**src/hw/rtl/lom_pkg.sv**
```systemverilog
// ----------------------------------------------------------------------------
// lom_pkg
// Shared types for the limit order matcher: channel payloads, slot entry and
// controller states.
// ----------------------------------------------------------------------------
package lom_pkg;

  localparam int PRICE_W = 24;
  localparam int QTY_W   = 20;
  localparam int SYM_W   = 8;
  localparam int STAMP_W = 32;

  typedef struct packed {
    logic               is_sell;
    logic [SYM_W-1:0]   symbol_id;
    logic [PRICE_W-1:0] limit_price;
    logic [QTY_W-1:0]   order_qty;
  } order_t;

  typedef struct packed {
    logic               item_kind;
    logic [PRICE_W-1:0] fill_price;
    logic [QTY_W-1:0]   fill_qty;
    logic [QTY_W-1:0]   rested_qty;
    logic               book_full;
    logic [PRICE_W-1:0] last_price;
    logic               last_item;
  } result_t;

  // One resting order as held in the slot memory.
  typedef struct packed {
    logic               side;
    logic [SYM_W-1:0]   symbol;
    logic [PRICE_W-1:0] price;
    logic [QTY_W-1:0]   qty;
    logic [STAMP_W-1:0] stamp;
  } slot_t;

  localparam logic KIND_TRADE   = 1'b0;
  localparam logic KIND_SUMMARY = 1'b1;

  typedef enum logic [1:0] {
    ST_IDLE,
    ST_SCAN,
    ST_TRADE,
    ST_REST
  } state_t;

endpackage

```
**src/hw/rtl/lom_if.sv**
```systemverilog
// ----------------------------------------------------------------------------
// lom_if
// Valid/ready channels for orders and result items.
// ----------------------------------------------------------------------------
interface lom_order_if;
  import lom_pkg::*;
  logic   valid;
  logic   ready;
  order_t data;
  modport source (output valid, output data, input ready);
  modport sink   (input valid, input data, output ready);
endinterface

interface lom_result_if;
  import lom_pkg::*;
  logic    valid;
  logic    ready;
  result_t data;
  modport source (output valid, output data, input ready);
  modport sink   (input valid, input data, output ready);
endinterface

```
**src/hw/rtl/limit_order_matcher.sv**
```systemverilog
// ----------------------------------------------------------------------------
// limit_order_matcher
// Matches one limit order against the resting orders of the opposite side,
// emits one trade per fill and a closing summary, then rests the remainder.
// ----------------------------------------------------------------------------
//
//  channel | dir | payload   | transfer
//  --------+-----+-----------+-------------------------------------------
//  ord     | in  | order_t   | one limit order, when ord.valid & ord.ready
//  res     | out | result_t  | one trade or summary, res.valid & res.ready
//
// Each match pass sweeps the slot memory once, one read per slot through the
// single read port with registered read data, then makes the fill. After the
// last fill, or after a sweep that finds nothing, comes the summary; the sweep
// through the single read port sets how long an order is in work.
// Reset clears the slot valid bits, the arrival counter and the controller;
// the memory contents are not cleared and are read only behind a valid bit.
// A stalled result holds the controller at the next fill or at the summary;
// the next order is taken as soon as the summary sits in the output register.
module limit_order_matcher
  import lom_pkg::*;
#(
  parameter int ORDER_SLOTS  = 32,
  parameter int SYMBOL_COUNT = 256
) (
  input  logic         clk,
  input  logic         rst,
  lom_order_if.sink    ord,
  lom_result_if.source res
);

  localparam int IW = $clog2(ORDER_SLOTS);
  localparam int CW = $clog2(ORDER_SLOTS + 1);
  localparam logic [CW-1:0] SLOTS_C = CW'(ORDER_SLOTS);

  // Symbol reduction table, folded at elaboration.
  logic [SYM_W-1:0] sym_tab [256];
  for (genvar g = 0; g < 256; g++) begin : g_sym
    localparam int SYM_MOD = g % SYMBOL_COUNT;
    assign sym_tab[g] = SYM_W'(SYM_MOD);
  end

  state_t state, state_next;

  // Order being worked on.
  logic               o_sell;
  logic [SYM_W-1:0]   o_sym;
  logic [PRICE_W-1:0] o_price;
  logic [QTY_W-1:0]   o_qty;
  logic [PRICE_W-1:0] o_last;
  logic [CW-1:0]      fill_cnt;
  logic [STAMP_W-1:0] arrival;

  // Sweep state.
  logic [CW-1:0]      scan_cnt;
  logic               rd_vld;
  logic [IW-1:0]      rd_idx;
  logic               best_found;
  logic [IW-1:0]      best_idx;
  slot_t              best;
  logic [STAMP_W-1:0] best_age;
  logic               free_found;
  logic [IW-1:0]      free_idx;

  logic [ORDER_SLOTS-1:0] slot_valid;

  // Memory port.
  logic          ram_we;
  logic [IW-1:0] ram_waddr;
  slot_t         ram_wdata;
  logic [IW-1:0] ram_raddr;
  slot_t         ram_rdata;

  lom_ram #(
    .WIDTH ($bits(slot_t)),
    .DEPTH (ORDER_SLOTS)
  ) u_slots (
    .clk   (clk),
    .we    (ram_we),
    .waddr (ram_waddr),
    .wdata (ram_wdata),
    .raddr (ram_raddr),
    .rdata (ram_rdata)
  );

  logic accept, out_free, scan_done;
  assign accept    = ord.valid && ord.ready;
  assign out_free  = !res.valid || res.ready;
  assign scan_done = (scan_cnt == SLOTS_C) && !rd_vld;

  // Candidate test on the entry coming out of memory.
  logic               cand, better;
  logic [STAMP_W-1:0] cand_age;
  always_comb begin
    cand_age = arrival - ram_rdata.stamp;
    cand = slot_valid[rd_idx] && (ram_rdata.side != o_sell) &&
           (ram_rdata.symbol == o_sym) &&
           (o_sell ? !(o_price > ram_rdata.price) : !(o_price < ram_rdata.price));
    if (!best_found) begin
      better = 1'b1;
    end else if (ram_rdata.price != best.price) begin
      better = o_sell ? (ram_rdata.price > best.price) : (ram_rdata.price < best.price);
    end else begin
      better = cand_age > best_age;
    end
  end

  // Fill arithmetic.
  logic [QTY_W-1:0]   tq, rest_left, ord_left;
  logic [PRICE_W-1:0] tp;
  assign tq        = (o_qty < best.qty) ? o_qty : best.qty;
  assign tp        = o_sell ? o_price : best.price;
  assign rest_left = best.qty - tq;
  assign ord_left  = o_qty - tq;

  // Next state.
  always_comb begin
    state_next = state;
    case (state)
      ST_IDLE: begin
        if (accept) state_next = ST_SCAN;
      end
      ST_SCAN: begin
        if (scan_done) begin
          state_next = (best_found && o_qty != '0) ? ST_TRADE : ST_REST;
        end
      end
      ST_TRADE: begin
        if (out_free) begin
          if (rest_left != '0 || ord_left == '0 || fill_cnt + CW'(1) == SLOTS_C) begin
            state_next = ST_REST;
          end else begin
            state_next = ST_SCAN;
          end
        end
      end
      ST_REST: begin
        if (out_free) state_next = ST_IDLE;
      end
      default: state_next = ST_IDLE;
    endcase
  end

  // Outputs of the controller.
  always_comb begin
    ord.ready = (state == ST_IDLE);
    ram_raddr = scan_cnt[IW-1:0];
    ram_we    = 1'b0;
    ram_waddr = best_idx;
    ram_wdata = best;
    case (state)
      ST_TRADE: begin
        ram_we        = out_free;
        ram_wdata.qty = rest_left;
      end
      ST_REST: begin
        ram_we    = out_free && (o_qty != '0) && free_found;
        ram_waddr = free_idx;
        ram_wdata = '{side: o_sell, symbol: o_sym, price: o_price, qty: o_qty,
                      stamp: arrival};
      end
      default: ;
    endcase
  end

  always_ff @(posedge clk) begin
    if (rst) begin
      state      <= ST_IDLE;
      slot_valid <= '0;
      arrival    <= '0;
      res.valid  <= 1'b0;
      rd_vld     <= 1'b0;
      scan_cnt   <= '0;
      best_found <= 1'b0;
      free_found <= 1'b0;
      fill_cnt   <= '0;
    end else begin
      state <= state_next;
      // Load a trade or summary into the output register; drop it once taken.
      if ((state inside {ST_TRADE, ST_REST}) && out_free) begin
        res.valid <= 1'b1;
      end else if (res.ready) begin
        res.valid <= 1'b0;
      end

      case (state)
        ST_IDLE: begin
          if (accept) begin
            o_sell     <= ord.data.is_sell;
            o_sym      <= sym_tab[ord.data.symbol_id];
            o_price    <= ord.data.limit_price;
            o_qty      <= ord.data.order_qty;
            o_last     <= ord.data.limit_price;
            fill_cnt   <= '0;
            free_found <= 1'b0;
            scan_cnt   <= '0;
            rd_vld     <= 1'b0;
            best_found <= 1'b0;
          end
        end
        ST_SCAN: begin
          // Advance the read address; evaluate the entry read last cycle.
          if (scan_cnt != SLOTS_C) begin
            rd_vld   <= 1'b1;
            rd_idx   <= scan_cnt[IW-1:0];
            scan_cnt <= scan_cnt + CW'(1);
          end else begin
            rd_vld <= 1'b0;
          end
          if (rd_vld) begin
            if (cand && better) begin
              best_found <= 1'b1;
              best_idx   <= rd_idx;
              best       <= ram_rdata;
              best_age   <= cand_age;
            end
            if (!slot_valid[rd_idx] && !free_found) begin
              free_found <= 1'b1;
              free_idx   <= rd_idx;
            end
          end
        end
        ST_TRADE: begin
          if (out_free) begin
            res.data  <= '{item_kind: KIND_TRADE, fill_price: tp, fill_qty: tq,
                           rested_qty: '0, book_full: 1'b0, last_price: '0,
                           last_item: 1'b0};
            o_last    <= tp;
            o_qty     <= ord_left;
            fill_cnt  <= fill_cnt + CW'(1);
            if (rest_left == '0) begin
              // Drop the emptied slot; it may now be the lowest free one.
              slot_valid[best_idx] <= 1'b0;
              if (!free_found || best_idx < free_idx) begin
                free_found <= 1'b1;
                free_idx   <= best_idx;
              end
            end
            scan_cnt   <= '0;
            rd_vld     <= 1'b0;
            best_found <= 1'b0;
          end
        end
        ST_REST: begin
          if (out_free) begin
            res.data  <= '{item_kind: KIND_SUMMARY, fill_price: '0, fill_qty: '0,
                           rested_qty: (o_qty != '0 && free_found) ? o_qty : '0,
                           book_full: (o_qty != '0) && !free_found,
                           last_price: o_last, last_item: 1'b1};
            if (o_qty != '0 && free_found) slot_valid[free_idx] <= 1'b1;
            arrival <= arrival + STAMP_W'(1);
          end
        end
        default: ;
      endcase
    end
  end

  // A new order is only taken with the controller idle.
  a_one_order: assert property (@(posedge clk) disable iff (rst)
    accept |=> !ord.ready)
    else $error("order taken while another is in work");

  // Fills per order never exceed the slot count.
  a_fill_bound: assert property (@(posedge clk) disable iff (rst)
    fill_cnt <= SLOTS_C)
    else $error("fill count out of range");

  // A summary item carries no fill.
  a_summary_clean: assert property (@(posedge clk) disable iff (rst)
    (res.valid && res.data.last_item) |->
      (res.data.fill_qty == '0 && res.data.item_kind == KIND_SUMMARY))
    else $error("summary item malformed");

  // The arrival counter moves only when a summary is issued.
  a_arrival_step: assert property (@(posedge clk) disable iff (rst)
    (state != ST_REST) |=> $stable(arrival))
    else $error("arrival counter moved outside summary");

endmodule

```
**src/hw/rtl/lom_ram.sv**
```systemverilog
// ----------------------------------------------------------------------------
// lom_ram
// Generic single-write, single-read RAM with registered read data.
// ----------------------------------------------------------------------------
module lom_ram #(
  parameter int WIDTH = 8,
  parameter int DEPTH = 32
) (
  input  logic                     clk,
  input  logic                     we,
  input  logic [$clog2(DEPTH)-1:0] waddr,
  input  logic [WIDTH-1:0]         wdata,
  input  logic [$clog2(DEPTH)-1:0] raddr,
  output logic [WIDTH-1:0]         rdata
);

  logic [WIDTH-1:0] mem [DEPTH];

  always_ff @(posedge clk) begin
    if (we) begin
      mem[waddr] <= wdata;
    end
    rdata <= mem[raddr];
  end

endmodule
```
**src/flat_wrapper.sv**
```systemverilog
// flat-port wrapper written by rule: the top's interface ports become plain ports
module limit_order_matcher_flat import lom_pkg::*;
#(
  parameter int ORDER_SLOTS  = 32,
  parameter int SYMBOL_COUNT = 256
)
  (clk, rst, ord_valid, ord_data, ord_ready, res_valid, res_data, res_ready);
  lom_order_if ord_i ();
  lom_result_if res_i ();
  input  logic clk;
  input  logic rst;
  input wire logic [$bits(ord_i.valid)-1:0] ord_valid;
  input wire logic [$bits(ord_i.data)-1:0] ord_data;
  output wire logic [$bits(ord_i.ready)-1:0] ord_ready;
  output wire logic [$bits(res_i.valid)-1:0] res_valid;
  output wire logic [$bits(res_i.data)-1:0] res_data;
  input wire logic [$bits(res_i.ready)-1:0] res_ready;
  assign ord_i.valid = ord_valid;
  assign ord_i.data = ord_data;
  assign ord_ready = ord_i.ready;
  assign res_valid = res_i.valid;
  assign res_data = res_i.data;
  assign res_i.ready = res_ready;
  limit_order_matcher #(.ORDER_SLOTS(ORDER_SLOTS), .SYMBOL_COUNT(SYMBOL_COUNT)) u_core (.clk(clk), .rst(rst), .ord(ord_i), .res(res_i));
endmodule
```
**config.mk**
```make
export PLATFORM = sky130hd
export DESIGN_NAME = limit_order_matcher_flat
export DESIGN_NICKNAME = d
export VERILOG_FILES = /design/src/hw/rtl/lom_pkg.sv /design/src/hw/rtl/lom_if.sv /design/src/hw/rtl/limit_order_matcher.sv /design/src/hw/rtl/lom_ram.sv /design/src/flat_wrapper.sv
export SDC_FILE = /design/constraint.sdc
export NUM_CORES = 2
export LEC_CHECK = 0
export ABC_AREA = 1
export BUFFER_PORTS_ARGS = -buffer_cell sky130_fd_sc_hd__buf_2
export CAP_MARGIN = 20
export CORE_ASPECT_RATIO = 1.1
export CORE_MARGIN = 2
export CORE_UTILIZATION = 50
export CTS_CLUSTER_SIZE = 20
export DETAILED_ROUTE_END_ITERATION = 6
export HOLD_SLACK_MARGIN = 0.03
export PLACE_DENSITY = 0.68
export SYNTH_ARGS = -nofsm -noshare
export SYNTH_HDL_FRONTEND = slang
export SYNTH_SLANG_ARGS = --single-unit
```
**constraint.sdc**
```tcl
create_clock -name clk -period 12.05 [get_ports clk]
set_input_delay 0.6025 -clock clk [delete_from_list [all_inputs] [get_ports clk]]
set_output_delay 0.6025 -clock clk [all_outputs]
set_load 0.01 [all_outputs]
```
==> qor.yml <==
outcome: "finished clean"
route.detailed.drc: 0
synthMostInstantiatedCell: "edfxtp_1"
cp-end-kind: "flip-flop"
avgSynthCellArea_um2: 12.25
die_x_um: 490.6
cpMaxStageDelayCell: "buf_4"
rows: 196
yosys_most_used_dff: "edfxtp_1"
wire_per_inst_um: 27.02
worstSkewPairLatency_ns: 0.92
seq_area_um2: 94020
antenna_left: 0
syn-num-nets: 10860
drtIter0Drc: 13110
cp.depth: 29
cp_top_family: "compound AO/OA/AOI/OAI gates"
ys_ff_latch: 3186
grt_pass1_wl_mm: 565.5
period_share_pct: 57.80
die_h_um: 539.2
antenna_found_initial: 18
netlist_top_cells_area: "edfxtp_1 70%, o21ai_0 7.2%, nor2_1 5.9%"
setup_viol: 0
rsz0062_at_grt: "false"
utilization_pct: 56.48
ys_top_cells_by_count: "3,019 x edfxtp_1, 2,057 x nor2_1, 1,876 x o21ai_0, 705 x nand2_1, 674 x o22ai_1"
worst_setup_path_start_kind: "flip-flop"
wirelength_mm: 389.9
drive_gt1_share_pct: 9.259
vias: 90000
path_buf_inv: 5
skew_ns: 0.04297
gp_congestion: 0.9118
multi_input_area_um2: 32680
r2r_end: "u_core.best[37]"
grt_max_degree: 239
max_clock_freq_ghz: 0.1436
cts_sinks: 3186
relSlewSlack_pct: 19.46
slew_violations: 0
start_util_pct: 50.23
synth-warning-count: 0
io_pins: 150
fin_nets: 10940
ir_drop_uv: 174.1
synthToLayoutAreaGrowth_pct: 12.44
die_area_um2: 264500
cts_resized: 0
path_max_fanout: 51
synth_edf_count: 3019
ctsHoldBuffers: 39
cts_root_buf: "clkbuf_16"
firstDrtPassIters: 6
slowest_delay_ns: 0.80
grtUsageTotal_pct: 28.50
timing.reg2reg.setup_slack_ns: 5.08
dp_hpwl_mm: 203.7
grt.overflow.total: 0
worst_pin_slew_ns: 1.208
cts_setup_buffers: 0
power_mw: 27.90
ctsLongestPathBuffers: 4
synth_area_um2: 130200
required_ns: 12.56
post-route-min-period_ns: 6.965
synth_seq_area_share_pct: 72.19
synth_top_cell_by_area: "edfxtp_1"
routed_via_density: 6.237
power.leakage_nw: 49.69
path_class: "flip-flop to flip-flop"
cts_tree: "built"
synth_top_area_share_pct: 69.62
place.port_buffers: 149
worst-r2r-cell-count: 29
worstPathArrival_ns: 7.47
cp-startpoint: "u_core.arrival[0]"
min_path_type: "input pin to flip-flop"
finalSetupTns_ns: 0
drv_cap: 0
grt_pass1_vias: 85660
htreeDepth: 5
synth.distinct_cells: 68
fillers: 20520
endpoint: "u_core.best[37]"
cts-buffers-inserted: 319
p_per_area_nw_per_um2: 190.6
hold_viol: 0
path_clk_slew_ns: 0.06
coreArea_um2: 259200
r2r-start: "u_core.arrival[0]"
synth-async-reset-ratio_pct: 0
syn_inst: 10630
-- per-layer routing --
layer	up-vias	track usage (%)	part of all wire, %
met5	-	0	0.012
met4	6	11.77	4.1
met3	881	4.567	10
met2	5279	45.58	47
met1	44640	39.03	38
li1	39190	-	-
-- through the flow --
stage / cell area, um2 / worst slack (ns) / hold WS [ns] / instances
2_1_floorplan: 130200 / 2.794 / 0.3855 / 10630
3_5_place_dp: 135200 / 5.067 / 0.3887 / 13780
3_3_place_gp: 135100 / 4.931 / 0.3865 / 13770
5_1_grt: 146400 / 4.447 / 0.06392 / 14420
4_1_cts: 145900 / 4.990 / 0.03939 / 14390
6_report: 146400 / 5.085 / 0.06685 / 14430
-- area by class of cell --
type	count	area share [%]
inverter	414	1.090
antenna	12	0.02051
tap	3465	2.961
clock inverter	147	1.107
multi-input combinational	6361	22.32
sequential	3186	64.21
clock buffer	424	5.925
timing repair buffer	420	2.362
-- registers in the layout, indices dropped and copies added, names as in the netlist --
signal and count:
u_core.free_found 1, u_core.o_sym 8, u_core.scan_cnt 6, u_core.o_sell 1, u_core.res.valid 1, u_core.best_idx 5
u_core.o_price 24, u_core.best_age 32, u_core.u_slots.mem 2720, u_core.o_last 24, u_core.res.data 90, u_core.best 85
u_core.fill_cnt 6, u_core.state 2, u_core.slot_valid 32, u_core.o_qty 20, u_core.rd_idx 5, u_core.best_found 1
u_core.free_idx 5, u_core.arrival 32, u_core.u_slots.rdata 85, u_core.rd_vld 1
-- report_power, final --
group / internal (mW) / switching [mW]
registers: 12.7 / 0.221
clock network: 5.73 / 4.19
logic: 1.39 / 3.70
-- kinds of logic (layout without fill, tap and decap cells) --
family | Yosys count | count (layout) | synth area share [%]
compound gates | 3064 | 3064 | 13.20
fa+ha+maj | 178 | 178 | 1.728
flops | 3186 | 3186 | 72.19
other cells | 0 | 12 | 0
xor+xnor | 57 | 57 | 0.3834
simple gates | 3062 | 3062 | 9.320
buf+inv | 1080 | 1405 | 3.175
-- placed cells by master (no fill, tap or decap), types with 11 or more instances in the layout --
| cell type | n |
|---|---|
| a21oi_1 | 191 |
| a311oi_1 | 11 |
| a31oi_1 | 15 |
| buf_12 | 19 |
| buf_2 | 149 |
| buf_4 | 177 |
| buf_8 | 26 |
| bufinv_16 | 30 |
| clkbuf_1 | 82 |
| clkbuf_16 | 325 |
| clkbuf_8 | 17 |
| clkinv_1 | 33 |
| clkinv_2 | 47 |
| clkinvlp_4 | 17 |
| dfxtp_1 | 162 |
| diode_2 | 12 |
| dlygate4sd3_1 | 39 |
| edfxtp_1 | 3019 |
| ha_1 | 174 |
| inv_1 | 397 |
| inv_6 | 13 |
| nand2_1 | 705 |
| nand3_1 | 161 |
| nand3_2 | 11 |
| nand4_1 | 44 |
| nor2_1 | 2021 |
| nor2_4 | 37 |
| nor3_1 | 28 |
| nor4_1 | 15 |
| o2111ai_1 | 24 |
| o211ai_1 | 54 |
| o21ai_0 | 1810 |
| o21ai_1 | 29 |
| o21ai_2 | 52 |
| o221ai_1 | 108 |
| o221ai_2 | 11 |
| o22ai_1 | 674 |
| o32ai_1 | 14 |
| xnor2_1 | 21 |
| xor2_1 | 36 |
-- worst min-delay path, stage by stage --
cell and delay [ns]:
buf_2 0.08, nand2_1 0.07, nand2_1 0.10
-- worst min path at each step --
stage                              from                 to  slack (ns)  cells after the start
6_report                    ord_data[9]    u_core.o_qty[9]        0.07                      3
5_1_grt                    ord_data[23]  u_core.o_price[3]        0.06                      1
4_1_cts                     ord_data[9]    u_core.o_qty[9]        0.04                      3
3_5_place_dp   u_core.u_slots.rdata[44]    u_core.best[44]        0.39                      0
3_3_place_gp   u_core.u_slots.rdata[44]    u_core.best[44]        0.39                      0
2_1_floorplan  u_core.u_slots.rdata[32]    u_core.best[32]        0.39                      0
No activity file was read; power rests on OpenSTA's default activity.
